<file path="src/hw/rtl/smc_pkg.sv">
package smc_pkg;

    localparam int TIME_W      = 32;
    localparam int SPEED_W     = 16;
    localparam int CFG_IDX_W   = 2;
    localparam int CFG_DATA_W  = 16;
    localparam int LEVEL_W     = 8;
    localparam int INTERVAL_W  = 4;
    localparam int STEP_W      = 4;
    localparam int MINUTES_W   = 8;

    localparam logic [TIME_W-1:0]     MS_PER_MINUTE  = TIME_W'(60000);
    localparam logic [8:0]            LEVEL_SCALE    = 9'd20;
    localparam logic [8:0]            LEVEL_OFFSET   = 9'd55;
    localparam logic [8:0]            LEVEL_MAX      = 9'd255;
    localparam logic [INTERVAL_W-1:0] FAST_INTERVAL  = INTERVAL_W'(8);
    localparam logic [INTERVAL_W-1:0] SLOW_INTERVAL  = INTERVAL_W'(0);

    localparam logic [CFG_IDX_W-1:0] CFG_TIMEOUT_MIN = 2'd0;
    localparam logic [CFG_IDX_W-1:0] CFG_BRIGHT_STEP = 2'd1;
    localparam logic [CFG_IDX_W-1:0] CFG_DEBOUNCE_MS = 2'd2;
    localparam logic [CFG_IDX_W-1:0] CFG_MIN_GRACE   = 2'd3;

    localparam logic [MINUTES_W-1:0]  RST_TIMEOUT_MIN = 8'd5;
    localparam logic [STEP_W-1:0]     RST_BRIGHT_STEP = 4'd10;
    localparam logic [CFG_DATA_W-1:0] RST_DEBOUNCE_MS = 16'd400;
    localparam logic [CFG_DATA_W-1:0] RST_MIN_GRACE   = 16'd30000;

    typedef enum logic [1:0] {
        MODE_GRACE      = 2'd0,
        MODE_COMPANION  = 2'd1,
        MODE_STANDALONE = 2'd2
    } t_mode;

    typedef enum logic [1:0] {
        GPS_UNKNOWN = 2'd0,
        GPS_SLOW    = 2'd1,
        GPS_FAST    = 2'd2
    } t_gps;

    typedef enum logic {
        CMD_TICK  = 1'b0,
        CMD_START = 1'b1
    } t_cmd;

    // derived settings, recomputed whenever a register is written
    typedef struct packed {
        logic                  timeout_zero;
        logic [TIME_W-1:0]     idle_limit_ms;
        logic [TIME_W-1:0]     fallback_ms;
        logic [CFG_DATA_W-1:0] debounce_ms;
        logic [LEVEL_W-1:0]    restore_level;
    } t_cfg;

    typedef struct packed {
        logic                      command;
        logic [TIME_W-1:0]         now_ms;
        logic                      ignition_pin;
        logic                      peer_paired;
        logic                      peer_link_up;
        logic [TIME_W-1:0]         touch_stamp;
        logic signed [SPEED_W-1:0] speed;
        logic                      at_home;
        logic                      radio_ready;
    } t_item;

    typedef struct packed {
        logic                  sleep_request;
        logic [1:0]            mode;
        logic                  backlight_write;
        logic [LEVEL_W-1:0]    backlight_level;
        logic                  gps_write;
        logic [INTERVAL_W-1:0] gps_interval;
    } t_result;

endpackage

</file>
<file path="src/hw/rtl/smc_if.sv">
interface smc_in_if;
    logic                               valid;
    logic                               ready;
    logic                               command;
    logic [smc_pkg::TIME_W-1:0]         now_ms;
    logic                               ignition_pin;
    logic                               peer_paired;
    logic                               peer_link_up;
    logic [smc_pkg::TIME_W-1:0]         touch_stamp;
    logic signed [smc_pkg::SPEED_W-1:0] speed;
    logic                               at_home;
    logic                               radio_ready;

    modport source (
        output valid, command, now_ms, ignition_pin, peer_paired, peer_link_up,
               touch_stamp, speed, at_home, radio_ready,
        input  ready
    );
    modport sink (
        input  valid, command, now_ms, ignition_pin, peer_paired, peer_link_up,
               touch_stamp, speed, at_home, radio_ready,
        output ready
    );
endinterface

interface smc_out_if;
    logic                                valid;
    logic                                ready;
    logic                                sleep_request;
    logic [1:0]                          mode;
    logic                                backlight_write;
    logic [smc_pkg::LEVEL_W-1:0]         backlight_level;
    logic                                gps_write;
    logic [smc_pkg::INTERVAL_W-1:0]      gps_interval;

    modport source (
        output valid, sleep_request, mode, backlight_write, backlight_level,
               gps_write, gps_interval,
        input  ready
    );
    modport sink (
        input  valid, sleep_request, mode, backlight_write, backlight_level,
               gps_write, gps_interval,
        output ready
    );
endinterface

</file>
<file path="src/hw/rtl/smc_cfg.sv">
module smc_cfg (
    input  logic                              i_clk,
    input  logic                              i_rst_n,
    input  logic                              i_cfg_we,
    input  logic [smc_pkg::CFG_IDX_W-1:0]     i_cfg_index,
    input  logic [smc_pkg::CFG_DATA_W-1:0]    i_cfg_data,
    output smc_pkg::t_cfg                     o_cfg
);

    logic [smc_pkg::MINUTES_W-1:0]  r_timeout_min;
    logic [smc_pkg::STEP_W-1:0]     r_bright_step;
    logic [smc_pkg::CFG_DATA_W-1:0] r_debounce_ms;
    logic [smc_pkg::CFG_DATA_W-1:0] r_min_grace;
    smc_pkg::t_cfg                  r_cfg;
    smc_pkg::t_cfg                  n_cfg;
    logic [8:0]                     level_raw;

    always_ff @(posedge i_clk) begin
        if (!i_rst_n) begin
            r_timeout_min <= smc_pkg::RST_TIMEOUT_MIN;
            r_bright_step <= smc_pkg::RST_BRIGHT_STEP;
            r_debounce_ms <= smc_pkg::RST_DEBOUNCE_MS;
            r_min_grace   <= smc_pkg::RST_MIN_GRACE;
        end else if (i_cfg_we) begin
            unique case (i_cfg_index)
                smc_pkg::CFG_TIMEOUT_MIN: r_timeout_min <= i_cfg_data[smc_pkg::MINUTES_W-1:0];
                smc_pkg::CFG_BRIGHT_STEP: r_bright_step <= i_cfg_data[smc_pkg::STEP_W-1:0];
                smc_pkg::CFG_DEBOUNCE_MS: r_debounce_ms <= i_cfg_data;
                smc_pkg::CFG_MIN_GRACE:   r_min_grace   <= i_cfg_data;
                default: ;
            endcase
        end
    end

    // derived values are registered; the user must write only while idle, which the block does not enforce
    always_comb begin
        level_raw = 9'(r_bright_step) * smc_pkg::LEVEL_SCALE + smc_pkg::LEVEL_OFFSET;
        n_cfg.timeout_zero  = (r_timeout_min == '0);
        n_cfg.idle_limit_ms = smc_pkg::TIME_W'(r_timeout_min) * smc_pkg::MS_PER_MINUTE;
        n_cfg.fallback_ms   = n_cfg.timeout_zero ? smc_pkg::TIME_W'(r_min_grace)
                                                 : n_cfg.idle_limit_ms;
        n_cfg.debounce_ms   = r_debounce_ms;
        n_cfg.restore_level = (level_raw > smc_pkg::LEVEL_MAX) ? 8'hFF
                                                               : level_raw[7:0];
    end

    always_ff @(posedge i_clk) begin
        if (!i_rst_n) begin
            r_cfg.timeout_zero  <= 1'b0;
            r_cfg.idle_limit_ms <= smc_pkg::TIME_W'(smc_pkg::RST_TIMEOUT_MIN)
                                   * smc_pkg::MS_PER_MINUTE;
            r_cfg.fallback_ms   <= smc_pkg::TIME_W'(smc_pkg::RST_TIMEOUT_MIN)
                                   * smc_pkg::MS_PER_MINUTE;
            r_cfg.debounce_ms   <= smc_pkg::RST_DEBOUNCE_MS;
            r_cfg.restore_level <= 8'hFF;
        end else begin
            r_cfg <= n_cfg;
        end
    end

    assign o_cfg = r_cfg;

endmodule

</file>
<file path="src/hw/rtl/smc_core.sv">
module smc_core (
    input  logic              i_clk,
    input  logic              i_rst_n,
    input  logic              i_fire,
    input  smc_pkg::t_item    i_item,
    input  smc_pkg::t_cfg     i_cfg,
    output smc_pkg::t_result  o_result
);

    smc_pkg::t_mode               r_mode, n_mode;
    smc_pkg::t_gps                r_gps, n_gps;
    logic [smc_pkg::TIME_W-1:0]   r_start_time, n_start_time;
    logic [smc_pkg::TIME_W-1:0]   r_act_time, n_act_time;
    logic [smc_pkg::TIME_W-1:0]   r_disc_time, n_disc_time;
    logic [smc_pkg::TIME_W-1:0]   r_last_touch, n_last_touch;
    logic [smc_pkg::TIME_W-1:0]   r_pin_time, n_pin_time;
    logic                         r_seen, n_seen;
    logic                         r_dimmed, n_dimmed;
    logic                         r_disc_run, n_disc_run;
    logic                         r_pin_stable, n_pin_stable;
    logic                         r_pin_raw, n_pin_raw;
    logic                         r_pin_sleep, n_pin_sleep;

    logic                         start_cmd;
    logic                         connected;
    logic                         moving;
    logic                         touched;
    logic                         grace_done;
    logic                         disc_done;
    logic [smc_pkg::TIME_W-1:0]   act_now;
    logic [smc_pkg::TIME_W-1:0]   idle_ms;
    logic                         idle_over;
    logic [smc_pkg::TIME_W-1:0]   pin_elapsed;
    smc_pkg::t_gps                gps_want;
    smc_pkg::t_result             res;

    assign start_cmd  = (i_item.command == smc_pkg::CMD_START);
    assign connected  = i_item.peer_paired && i_item.peer_link_up;
    assign moving     = !i_item.speed[smc_pkg::SPEED_W-1] && (i_item.speed != '0);
    assign touched    = (i_item.touch_stamp != r_last_touch);
    assign grace_done = (i_item.now_ms - r_start_time) >= i_cfg.fallback_ms;
    assign disc_done  = r_disc_run && ((i_item.now_ms - r_disc_time) >= i_cfg.fallback_ms);
    assign act_now    = (touched || moving) ? i_item.now_ms : r_act_time;
    assign idle_ms    = i_item.now_ms - act_now;
    assign idle_over  = idle_ms >= i_cfg.idle_limit_ms;
    assign gps_want   = i_item.at_home ? smc_pkg::GPS_SLOW : smc_pkg::GPS_FAST;

    // next mode
    always_comb begin
        n_mode = r_mode;
        if (start_cmd) begin
            n_mode = smc_pkg::MODE_GRACE;
        end else begin
            unique case (r_mode)
                smc_pkg::MODE_GRACE: begin
                    if (connected) begin
                        n_mode = smc_pkg::MODE_COMPANION;
                    end else if (grace_done) begin
                        n_mode = r_seen ? smc_pkg::MODE_COMPANION : smc_pkg::MODE_STANDALONE;
                    end
                end
                smc_pkg::MODE_COMPANION: begin
                    if (!connected && disc_done) begin
                        n_mode = smc_pkg::MODE_STANDALONE;
                    end
                end
                smc_pkg::MODE_STANDALONE: begin
                    if (connected) begin
                        n_mode = smc_pkg::MODE_COMPANION;
                    end
                end
                default: n_mode = r_mode;
            endcase
        end
    end

    // datapath and result
    always_comb begin
        n_gps        = r_gps;
        n_start_time = r_start_time;
        n_act_time   = r_act_time;
        n_disc_time  = r_disc_time;
        n_last_touch = r_last_touch;
        n_pin_time   = r_pin_time;
        n_seen       = r_seen;
        n_dimmed     = r_dimmed;
        n_disc_run   = r_disc_run;
        n_pin_stable = r_pin_stable;
        n_pin_raw    = r_pin_raw;
        n_pin_sleep  = r_pin_sleep;
        pin_elapsed  = '0;
        res          = '0;

        if (start_cmd) begin
            n_start_time = i_item.now_ms;
            n_act_time   = i_item.now_ms;
            n_seen       = 1'b0;
            n_dimmed     = 1'b0;
            n_disc_run   = 1'b0;
            n_disc_time  = '0;
            n_pin_stable = i_item.ignition_pin;
            n_pin_raw    = i_item.ignition_pin;
            n_pin_time   = i_item.now_ms;
            n_pin_sleep  = !i_item.ignition_pin;
        end else begin
            if (touched) begin
                n_last_touch = i_item.touch_stamp;
            end
            n_act_time = act_now;

            unique case (r_mode)
                smc_pkg::MODE_GRACE: begin
                    if (connected) begin
                        n_seen = 1'b1;
                    end
                    if (n_mode == smc_pkg::MODE_COMPANION) begin
                        n_disc_run   = 1'b0;
                        n_pin_stable = 1'b1;
                        n_pin_raw    = i_item.ignition_pin;
                        n_pin_time   = i_item.now_ms;
                        n_pin_sleep  = 1'b0;
                    end
                end
                smc_pkg::MODE_COMPANION: begin
                    if (connected) begin
                        n_disc_run = 1'b0;
                    end else if (!r_disc_run) begin
                        n_disc_run  = 1'b1;
                        n_disc_time = i_item.now_ms;
                    end
                    if (n_mode == smc_pkg::MODE_COMPANION) begin
                        if (i_item.ignition_pin != r_pin_raw) begin
                            n_pin_raw  = i_item.ignition_pin;
                            n_pin_time = i_item.now_ms;
                        end
                        pin_elapsed = i_item.now_ms - n_pin_time;
                        if (n_pin_raw != r_pin_stable &&
                            pin_elapsed >= smc_pkg::TIME_W'(i_cfg.debounce_ms)) begin
                            n_pin_stable = n_pin_raw;
                            n_pin_sleep  = !n_pin_raw;
                        end
                        res.sleep_request = n_pin_sleep;
                    end
                end
                smc_pkg::MODE_STANDALONE: begin
                    if (connected) begin
                        n_disc_run   = 1'b0;
                        n_pin_stable = 1'b1;
                        n_pin_raw    = i_item.ignition_pin;
                        n_pin_time   = i_item.now_ms;
                        n_pin_sleep  = 1'b0;
                        n_gps        = smc_pkg::GPS_UNKNOWN;
                        if (r_dimmed) begin
                            res.backlight_write = 1'b1;
                            res.backlight_level = i_cfg.restore_level;
                            n_dimmed            = 1'b0;
                        end
                    end else begin
                        // with dimming off or idle time under the limit, a dimmed display is brought back
                        if (r_dimmed && (i_cfg.timeout_zero || !idle_over)) begin
                            res.backlight_write = 1'b1;
                            res.backlight_level = i_cfg.restore_level;
                            n_dimmed            = 1'b0;
                        end else if (!r_dimmed && !i_cfg.timeout_zero && idle_over) begin
                            res.backlight_write = 1'b1;
                            res.backlight_level = '0;
                            n_dimmed            = 1'b1;
                        end
                        if (r_gps != gps_want && i_item.radio_ready) begin
                            res.gps_write    = 1'b1;
                            res.gps_interval = i_item.at_home ? smc_pkg::SLOW_INTERVAL
                                                              : smc_pkg::FAST_INTERVAL;
                            n_gps            = gps_want;
                        end
                    end
                end
                default: ;
            endcase
        end
        res.mode = n_mode;
    end

    always_ff @(posedge i_clk) begin
        if (!i_rst_n) begin
            r_mode       <= smc_pkg::MODE_GRACE;
            r_gps        <= smc_pkg::GPS_UNKNOWN;
            r_start_time <= '0;
            r_act_time   <= '0;
            r_disc_time  <= '0;
            r_last_touch <= '0;
            r_pin_time   <= '0;
            r_seen       <= 1'b0;
            r_dimmed     <= 1'b0;
            r_disc_run   <= 1'b0;
            r_pin_stable <= 1'b1;
            r_pin_raw    <= 1'b1;
            r_pin_sleep  <= 1'b0;
        end else if (i_fire) begin
            r_mode       <= n_mode;
            r_gps        <= n_gps;
            r_start_time <= n_start_time;
            r_act_time   <= n_act_time;
            r_disc_time  <= n_disc_time;
            r_last_touch <= n_last_touch;
            r_pin_time   <= n_pin_time;
            r_seen       <= n_seen;
            r_dimmed     <= n_dimmed;
            r_disc_run   <= n_disc_run;
            r_pin_stable <= n_pin_stable;
            r_pin_raw    <= n_pin_raw;
            r_pin_sleep  <= n_pin_sleep;
        end
    end

    assign o_result = res;

    a_sleep_only_companion: assert property (@(posedge i_clk) disable iff (!i_rst_n)
        i_fire && res.sleep_request |-> res.mode == smc_pkg::MODE_COMPANION)
        else $error("sleep requested outside companion mode");

    a_gps_needs_radio: assert property (@(posedge i_clk) disable iff (!i_rst_n)
        i_fire && res.gps_write |-> i_item.radio_ready
                                    && r_mode == smc_pkg::MODE_STANDALONE)
        else $error("gps write without radio or outside standalone mode");

    a_dim_sets_flag: assert property (@(posedge i_clk) disable iff (!i_rst_n)
        i_fire && res.backlight_write && res.backlight_level == '0 |=> r_dimmed)
        else $error("backlight turned off without dimmed flag");

    a_start_resets: assert property (@(posedge i_clk) disable iff (!i_rst_n)
        i_fire && start_cmd |=> r_mode == smc_pkg::MODE_GRACE && !r_dimmed && !r_disc_run)
        else $error("start command did not reinitialize modes");

endmodule

</file>
<file path="src/hw/rtl/sleep_mode_controller.sv">
// Channel   Direction  Carries
// i_in      sink       command, now_ms, ignition pin, link status, touch, speed, home, radio
// o_out     source     sleep_request, mode, backlight write/level, gps write/interval
// i_cfg_*   write      timeout_minutes, brightness_step, debounce_ms, min_grace_ms
//
// One item per cycle sustained while o_out takes results; an accepted item passes from the
// input register through single-pass mode/timer logic into the result register on o_out.
// Synchronous active-low reset; no clearing pass, the block is ready right after reset.
// i_in.ready drops only while both the input and result registers are full and o_out
// is stalled; a waiting result still lets one more item into the input register.
module sleep_mode_controller (
    input  logic                              i_clk,
    input  logic                              i_rst_n,
    input  logic                              i_cfg_we,
    input  logic [smc_pkg::CFG_IDX_W-1:0]     i_cfg_index,
    input  logic [smc_pkg::CFG_DATA_W-1:0]    i_cfg_data,
    smc_in_if.sink                            i_in,
    smc_out_if.source                         o_out
);

    smc_pkg::t_cfg     cfg;
    smc_pkg::t_item    r_item;
    smc_pkg::t_result  core_res;
    smc_pkg::t_result  r_res;
    logic              r_in_valid;
    logic              r_out_valid;
    logic              fire;
    logic              in_take;

    assign fire    = r_in_valid && (!r_out_valid || o_out.ready);
    assign in_take = i_in.valid && i_in.ready;
    assign i_in.ready = !r_in_valid || fire;

    always_ff @(posedge i_clk) begin
        if (!i_rst_n) begin
            r_in_valid <= 1'b0;
        end else if (i_in.ready) begin
            r_in_valid <= i_in.valid;
        end
    end

    always_ff @(posedge i_clk) begin
        if (in_take) begin
            r_item.command      <= i_in.command;
            r_item.now_ms       <= i_in.now_ms;
            r_item.ignition_pin <= i_in.ignition_pin;
            r_item.peer_paired  <= i_in.peer_paired;
            r_item.peer_link_up <= i_in.peer_link_up;
            r_item.touch_stamp  <= i_in.touch_stamp;
            r_item.speed        <= i_in.speed;
            r_item.at_home      <= i_in.at_home;
            r_item.radio_ready  <= i_in.radio_ready;
        end
    end

    always_ff @(posedge i_clk) begin
        if (!i_rst_n) begin
            r_out_valid <= 1'b0;
        end else if (fire) begin
            r_out_valid <= 1'b1;
        end else if (o_out.ready) begin
            r_out_valid <= 1'b0;
        end
    end

    always_ff @(posedge i_clk) begin
        if (fire) begin
            r_res <= core_res;
        end
    end

    smc_cfg u_cfg (
        .i_clk       (i_clk),
        .i_rst_n     (i_rst_n),
        .i_cfg_we    (i_cfg_we),
        .i_cfg_index (i_cfg_index),
        .i_cfg_data  (i_cfg_data),
        .o_cfg       (cfg)
    );

    smc_core u_core (
        .i_clk    (i_clk),
        .i_rst_n  (i_rst_n),
        .i_fire   (fire),
        .i_item   (r_item),
        .i_cfg    (cfg),
        .o_result (core_res)
    );

    assign o_out.valid           = r_out_valid;
    assign o_out.sleep_request   = r_res.sleep_request;
    assign o_out.mode            = r_res.mode;
    assign o_out.backlight_write = r_res.backlight_write;
    assign o_out.backlight_level = r_res.backlight_level;
    assign o_out.gps_write       = r_res.gps_write;
    assign o_out.gps_interval    = r_res.gps_interval;

endmodule

</file>
<file path="src/flat_wrapper.sv">
// flat-port wrapper written by rule: the top's interface ports become plain ports
module sleep_mode_controller_flat 
  (i_clk, i_rst_n, i_cfg_we, i_cfg_index, i_cfg_data, i_in_valid, i_in_command, i_in_now_ms, i_in_ignition_pin, i_in_peer_paired, i_in_peer_link_up, i_in_touch_stamp, i_in_speed, i_in_at_home, i_in_radio_ready, i_in_ready, o_out_valid, o_out_sleep_request, o_out_mode, o_out_backlight_write, o_out_backlight_level, o_out_gps_write, o_out_gps_interval, o_out_ready);
  smc_in_if i_in_i ();
  smc_out_if o_out_i ();
  input  logic i_clk;
  input  logic i_rst_n;
  input  logic i_cfg_we;
  input  logic [smc_pkg::CFG_IDX_W-1:0] i_cfg_index;
  input  logic [smc_pkg::CFG_DATA_W-1:0] i_cfg_data;
  input wire logic [$bits(i_in_i.valid)-1:0] i_in_valid;
  input wire logic [$bits(i_in_i.command)-1:0] i_in_command;
  input wire logic [$bits(i_in_i.now_ms)-1:0] i_in_now_ms;
  input wire logic [$bits(i_in_i.ignition_pin)-1:0] i_in_ignition_pin;
  input wire logic [$bits(i_in_i.peer_paired)-1:0] i_in_peer_paired;
  input wire logic [$bits(i_in_i.peer_link_up)-1:0] i_in_peer_link_up;
  input wire logic [$bits(i_in_i.touch_stamp)-1:0] i_in_touch_stamp;
  input wire logic [$bits(i_in_i.speed)-1:0] i_in_speed;
  input wire logic [$bits(i_in_i.at_home)-1:0] i_in_at_home;
  input wire logic [$bits(i_in_i.radio_ready)-1:0] i_in_radio_ready;
  output wire logic [$bits(i_in_i.ready)-1:0] i_in_ready;
  output wire logic [$bits(o_out_i.valid)-1:0] o_out_valid;
  output wire logic [$bits(o_out_i.sleep_request)-1:0] o_out_sleep_request;
  output wire logic [$bits(o_out_i.mode)-1:0] o_out_mode;
  output wire logic [$bits(o_out_i.backlight_write)-1:0] o_out_backlight_write;
  output wire logic [$bits(o_out_i.backlight_level)-1:0] o_out_backlight_level;
  output wire logic [$bits(o_out_i.gps_write)-1:0] o_out_gps_write;
  output wire logic [$bits(o_out_i.gps_interval)-1:0] o_out_gps_interval;
  input wire logic [$bits(o_out_i.ready)-1:0] o_out_ready;
  assign i_in_i.valid = i_in_valid;
  assign i_in_i.command = i_in_command;
  assign i_in_i.now_ms = i_in_now_ms;
  assign i_in_i.ignition_pin = i_in_ignition_pin;
  assign i_in_i.peer_paired = i_in_peer_paired;
  assign i_in_i.peer_link_up = i_in_peer_link_up;
  assign i_in_i.touch_stamp = i_in_touch_stamp;
  assign i_in_i.speed = i_in_speed;
  assign i_in_i.at_home = i_in_at_home;
  assign i_in_i.radio_ready = i_in_radio_ready;
  assign i_in_ready = i_in_i.ready;
  assign o_out_valid = o_out_i.valid;
  assign o_out_sleep_request = o_out_i.sleep_request;
  assign o_out_mode = o_out_i.mode;
  assign o_out_backlight_write = o_out_i.backlight_write;
  assign o_out_backlight_level = o_out_i.backlight_level;
  assign o_out_gps_write = o_out_i.gps_write;
  assign o_out_gps_interval = o_out_i.gps_interval;
  assign o_out_i.ready = o_out_ready;
  sleep_mode_controller u_core (.i_clk(i_clk), .i_rst_n(i_rst_n), .i_cfg_we(i_cfg_we), .i_cfg_index(i_cfg_index), .i_cfg_data(i_cfg_data), .i_in(i_in_i), .o_out(o_out_i));
endmodule
</file>
<file path="config.mk">
export PLATFORM = sky130hd
export DESIGN_NAME = sleep_mode_controller_flat
export DESIGN_NICKNAME = d
export VERILOG_FILES = /design/src/hw/rtl/smc_pkg.sv /design/src/hw/rtl/smc_if.sv /design/src/hw/rtl/smc_cfg.sv /design/src/hw/rtl/smc_core.sv /design/src/hw/rtl/sleep_mode_controller.sv /design/src/flat_wrapper.sv
export SDC_FILE = /design/constraint.sdc
export NUM_CORES = 1
export LEC_CHECK = 0
export BUFFER_PORTS_ARGS = -buffer_cell sky130_fd_sc_hd__buf_2
export CAP_MARGIN = 40
export CORE_AREA = 10 10 225 227
export DETAILED_ROUTE_END_ITERATION = 12
export DIE_AREA = 0 0 235 237
export PLACE_DENSITY_LB_ADDON = 0.05
export SLEW_MARGIN = 30
export SYNTH_ARGS = -nofsm -noshare
export SYNTH_HDL_FRONTEND = slang
export SYNTH_SLANG_ARGS = --single-unit
export TNS_END_PERCENT = 30
</file>
<file path="constraint.sdc">
create_clock -name i_clk -period 15.9 [get_ports i_clk]
set_input_delay 0.795 -clock i_clk [delete_from_list [all_inputs] [get_ports i_clk]]
set_output_delay 0.795 -clock i_clk [all_outputs]
set_load 0.005 [all_outputs]
</file>
* After elaboration in Yosys (flattened, before gate mapping)
Index checks and enable logic that the tools add are counted.
Storage, ports and cells: register bits after elaboration 408, input bits 109, output and inout port bits 19, word-level logic and storage cells 197
Operators by class: add/subtract/negate cells 5, $mul 2, magnitude comparators 5, eq/ne operators 16, muxes and demuxes 65, bitwise logic cells 6, reduce and logical (&&, ||, !) cells 56
Operators by type and width (count):
- 32-bit two-way mux | 14
- 32-bit subtractor | 4
- 32-bit greater-or-equal comparator | 3
- 32-bit case mux with 3 select lines | 1
- 9-bit two-way mux | 4
- 32-bit by 16-bit greater-or-equal comparator with 1-bit output | 1
- 32-bit inequality test | 1
- 1-bit two-way mux | 29
- 24-bit two-way mux | 1
- 8-bit by 11-bit multiplier with 19-bit output (second input constant) | 1
- 2-bit two-way mux | 9
- 16-bit nonzero test | 1
- 3-bit by 2-bit inequality test with 1-bit output (second input constant) | 4
- 1-bit case mux with 3 select lines | 4
- 2-bit AND reduction | 6
- 4-bit AND reduction | 3
- 2-bit nonzero test | 6
- 1-bit logical AND | 11
- 9-bit by 6-bit adder with 9-bit output (second input constant) | 1
- 9-bit by 8-bit > comparator with 1-bit output (second input constant) | 1
- 1-bit logical NOT | 9
- 3-bit AND reduction | 3
- 8-bit logical NOT | 1
- 4-bit nonzero test | 2
- 17 further kinds | 35

* Longest topological paths before layout
depth in word-level cells 18, depth in mapped cells 31, depth with buffers taken out 30

* Modules after synthesis
A second synthesis with hierarchy kept.
Second synthesis, totals: cell total of the unflattened synthesis 2799, area, all modules 25152.9 sq um
Modules (own cells, without submodules):
- smc_core | times used 1, cells each 2099, area an instance 16383.2 sq um, seq. area each 3403.3 sq um
- smc_cfg | times used 1, cells each 588, area an instance 5572.8 sq um, seq. area each 2202.1 sq um
- sleep_mode_controller | times used 1, cells each 112, area an instance 3196.8 sq um, seq. area each 3133.0 sq um

* Worst setup path before layout
Ideal clock, no wire load.
kind register to register, from register u_core.r_item[44] (netlist name), to register u_core.r_res (netlist bit u_core.o_out.backlight_level[2]) (data pin), setup time 0.132 ns, data arrival time 6.142 ns, required time 15.768 ns, path slack 9.626 ns, cell stages (with the launch flop) 31, buffers on the path 1, period minus slack after synthesis 6.274 ns, path through edfxtp_1 -> xor2_1 -> nor4_1 -> and4_1 -> nand3_1 -> clkbuf_1 -> mux2i_1 -> ha_1 -> a21oi_1 -> nand2b_1 -> nor3_1 -> nor4_2 -> nand2_1 -> a221o_1 -> a221o_1 -> nand3_1 -> nand2_1 -> xor2_1 -> ha_1 -> a21o_1 -> a21o_1 -> a21oi_1 -> nor2b_1 -> o21ai_0 -> a21oi_1 -> a41oi_1 -> nand2_1 -> nor4_1 -> o2111ai_1 -> a21oi_1 -> and2_1
Between the ends: word-level cells in the longest chain between the ends 10
Ends and longest elaborated chain:
- start: declaration | RTL line sleep_mode_controller.sv:22 | smc_pkg::t_item r_item;
- 32-bit inequality test | RTL line smc_core.sv:40 | assign touched = (i_item.touch_stamp != r_last_touch);
- 1-bit logical OR | RTL line smc_core.sv:43 | assign act_now = (touched || moving) ? i_item.now_ms : r_act_time;
- 32-bit two-way mux | RTL line smc_core.sv:43
- 32-bit subtractor | RTL line smc_core.sv:44 | assign idle_ms = i_item.now_ms - act_now;
- 32-bit greater-or-equal comparator | RTL line smc_core.sv:45 | assign idle_over = idle_ms >= i_cfg.idle_limit_ms;
- 1-bit logical NOT | RTL line smc_core.sv:160 | if (r_dimmed && (i_cfg.timeout_zero || !idle_over)) begin
- 1-bit logical OR | RTL line smc_core.sv:160
- 1-bit logical AND | RTL line smc_core.sv:160
- 9-bit two-way mux | RTL line smc_core.sv:160
- 9-bit two-way mux | RTL line smc_core.sv:146 | if (connected) begin
- end signal: assignment | RTL line sleep_mode_controller.sv:68 | r_res <= core_res;
- end: declaration | RTL line sleep_mode_controller.sv:24 | smc_pkg::t_result r_res;
Every way passes these cells. A chain may end at the register's enable or synchronous reset.

* Final worst setup path
from register u_core.r_item[13] (netlist name), to register u_core.r_res (netlist bit u_core.o_out.backlight_level[6]) (data pin)
Between the ends: word-level cells in the longest chain between the ends 11
Ends and longest elaborated chain:
- 16-bit nonzero test | RTL line smc_core.sv:39 | assign moving = !i_item.speed[smc_pkg::SPEED_W-1] && (i_item.speed != '0);
- 1-bit logical AND | RTL line smc_core.sv:39
- 1-bit logical OR | RTL line smc_core.sv:43
- 32-bit two-way mux | RTL line smc_core.sv:43
- 32-bit subtractor | RTL line smc_core.sv:44
- 32-bit greater-or-equal comparator | RTL line smc_core.sv:45
- 1-bit logical NOT | RTL line smc_core.sv:160
- 1-bit logical OR | RTL line smc_core.sv:160
- 1-bit logical AND | RTL line smc_core.sv:160
- 9-bit two-way mux | RTL line smc_core.sv:160
- 9-bit two-way mux | RTL line smc_core.sv:146
Every way passes these cells.

==> results_dict.tcl <==
set metrics [dict create \
    seq_power_share 0.375 \
    cts_made_buffers 45 \
    synth_edf_count 99 \
    post_cts_buffers 0 \
    total_power_mw 2.90 \
    grt_max_degree 99 \
    vias 21300 \
    crit_top_cell "a21oi_1" \
    ys_seq_area_frac 0.344 \
    cts_tree "done" \
    yosysWarnings 0 \
    power.internal_mw 2.00 \
    cts_root_buf "clkbuf_16" \
    clockBufferDepth 3 \
    row_count 79 \
    crit_slowest_cell "a41oi_1" \
    die_h_um 237 \
    core_um2 46200 \
    endpoint_kind "register" \
    worst_slew_pin_slew_ns 0.910 \
    final_hold_viol_count 0 \
    critical_path_peak_fanout 36 \
    synthCells 2913 \
    io_buffers 124 \
    grt_usage 0.256 \
    ctsHoldBuffers 0 \
    yosys-top-cells-area "dfxtp_1 23%, ha_1 13%, edfxtp_1 12%" \
    swShare 0.311 \
    ant_nets 0 \
    dr_wl_met2_mm 34.1 \
    die_area_um2 55700 \
    firstDrtPassIters 5 \
    wirelength_mm 72.8 \
    io_pins 128 \
    powerDensity_nw_per_um2 104 \
    synth_cell_types 83 \
    grt_pass1_vias 20900 \
    synth_top_area_share 0.226 \
    synth-main-ff-cell "dfxtp_1" \
    p_leak_nw 12.2 \
    clock-sinks 381 \
    drive_above_1_share 0.0904 \
    skew_ns 0.0190 \
    place_ws_ns 8.47 \
    worstPathArrival_ns 8.00 \
    synth_common_cells "435 x nand2_1, 284 x a21oi_1, 282 x dfxtp_1" \
    setup_viol 0 \
    ctsResizeCount 0 \
    final_nets 3408 \
    grt_first_pass_wirelength_mm 116 \
    layout-area-overhead-vs-synth_pct 11.4 \
    clock_latency_ns 0.59 \
    globalRouteOverflowTotal 0 \
    cts.clk_slew.worst_paths_ns 0.07 \
    dp.final_hpwl_mm 55.4 \
    synth_most_common_cell "nand2_1" \
    via_per_inst 5.84 \
    drt_iter0_drc 1742 \
    post-route-period-util 0.475 \
    top_layer_used "met4" \
    grt_antenna_before_repair 1 \
    maxCapViolations 0 \
    dieWidth_um 235 \
    postSynth.asyncResetShare 0 \
    power_frac_clock 0.380 \
    drv_slew 0 \
    status "finished, final reports clean" \
    syn_area_per_cell_um2 8.59 \
    max_freq_ghz 0.132 \
    wire_per_inst_um 19.9 \
    syn_area_um2 25000 \
    gp_congestion 0.947 \
    critPathLaunchType "register" \
    htree_levels 2 \
    period_needed_ns 7.55 \
    worst_slack_ns 8.35 \
    dr_wl_met3_mm 3.90 \
    hold_class "input port to register" \
    holdWs_ns 0.371 \
    utilization 0.604 \
    slew_headroom 0.392 \
    pwr-share-comb 0.245 \
    timing.setup.tns_ns 0 \
    n_fill_cell 4149 \
    ys_ff_latch 381 \
    initial_core_util 0.542 \
    drc 0 \
    diodes 0 \
    cpPeakStageDelay_ns 0.64 \
    rsz0062_at_grt "no" \
    yosysTopAreaCell "dfxtp_1" \
    p_sw_mw 0.902 \
    path_class "register to register" \
    ir_drop_mv 0.108 \
    wl_met1_mm 32.8 \
    worstPathRequired_ns 16.35 \
]
worst max-delay path: cells and delay by family (launching register included):
family / cells / cell delay [ns]
buf+inv: 2 / 0.70
xor+xnor: 1 / 0.17
simple gates: 12 / 1.94
flops: 1 / 0.35
compound gates: 12 / 3.33
mux: 1 / 0.30
fa+ha+maj: 2 / 0.57
layout make-up:
cell class                 instances  area, um2  share of cell area
clock buffer                      62       1300              0.0468
clock inverter                    22        280              0.0101
inverter                         229        865              0.0310
multi-input combinational       2191      15100               0.543
sequential                       381       8620               0.309
tap                              607        759              0.0272
timing repair buffer             158        911              0.0327
worst paths after layout:
| check | start | endpoint | slack [ns] | cells after the start |
|---|---|---|---|---|
| setup / recovery | u_core.r_item[13] | u_core.o_out.backlight_level[6] | 8.35 | 30 |
| hold / removal | i_in_now_ms[5] | u_core.r_item[58] | 0.37 | 1 |
| setup reg to reg | u_core.r_item[13] | u_core.o_out.backlight_level[6] | 8.35 | 30 |
| hold reg to reg | u_core.u_cfg.r_debounce_ms[7] | u_core.u_cfg.o_cfg[15] | 0.44 | 1 |
power groups by stage:
stage               Sequential, mW  Clock [mW]  Combinational [mW]
floorplan                     1.10           0               0.508
global placement              1.11           0               0.684
detailed placement            1.11           0               0.696
CTS                           1.09        1.12               0.704
global route                  1.09        1.16               0.800
finish                        1.09        1.10               0.712
stage by stage:
| step | area [um2] | instances |
|---|---|---|
| 2_1_floorplan | 25000 | 2915 |
| 3_3_place_gp | 26200 | 3563 |
| 3_5_place_dp | 26300 | 3564 |
| 4_1_cts | 27800 | 3648 |
| 5_1_grt | 27900 | 3650 |
| 6_report | 27900 | 3650 |
per-layer routing:
| layer | global-route usage | vias to the layer above |
|---|---|---|
| met1 | 0.341 | 10300 |
| met5 | 0 | - |
| met4 | 0.0784 | 0 |
| met3 | 0.0311 | 98 |
| met2 | 0.427 | 530 |
| li1 | - | 10400 |
layout by cell type, fill, tap and decap left out, types with 21 or more instances in the layout:
cell	Yosys	final
a21o_1	80	80
a21oi_1	284	284
a22oi_1	34	34
a31oi_1	23	22
and2_1	39	38
and3_1	34	34
buf_2	4	123
buf_4	7	32
clkbuf_16	0	48
dfxtp_1	282	282
edfxtp_1	99	99
fa_1	27	27
ha_1	266	265
inv_1	227	227
mux2i_1	106	106
nand2_1	435	435
nand2b_1	33	33
nand3_1	59	58
nand4_1	37	37
nor2_1	148	146
nor2b_1	23	23
nor3_1	36	34
o211ai_1	25	25
o21a_1	21	21
o21ai_0	103	103
o21bai_1	32	32
xnor2_1	69	69
xor2_1	77	77
kinds of logic after synthesis:
family / after synthesis / share of synthesized area
AO/OA/AOI/OAI: 720 / 0.183
XOR/XNOR: 146 / 0.0511
adder cells (fa/ha/maj): 294 / 0.155
buffers and inverters: 343 / 0.0527
flip-flops: 381 / 0.344
multiplexers: 110 / 0.0442
other: 1 / 0.000150
AND/OR/NAND/NOR: 918 / 0.170
flip-flops by register name, summed over array words and instances (netlist names), 8 cells and up:
| register | flops |
|---|---|
| u_core.u_cfg.r_debounce_ms | 16 |
| u_core.u_core.r_start_time | 32 |
| u_core.u_core.r_pin_time | 32 |
| u_core.u_core.r_last_touch | 32 |
| u_core.u_cfg.o_cfg | 66 |
| u_core.u_cfg.r_min_grace | 16 |
| u_core.u_cfg.r_timeout_min | 8 |
| u_core.r_item | 86 |
| u_core.u_core.r_disc_time | 32 |
| u_core.u_core.r_act_time | 32 |
Note: power is estimated with default switching activity, not from simulation.
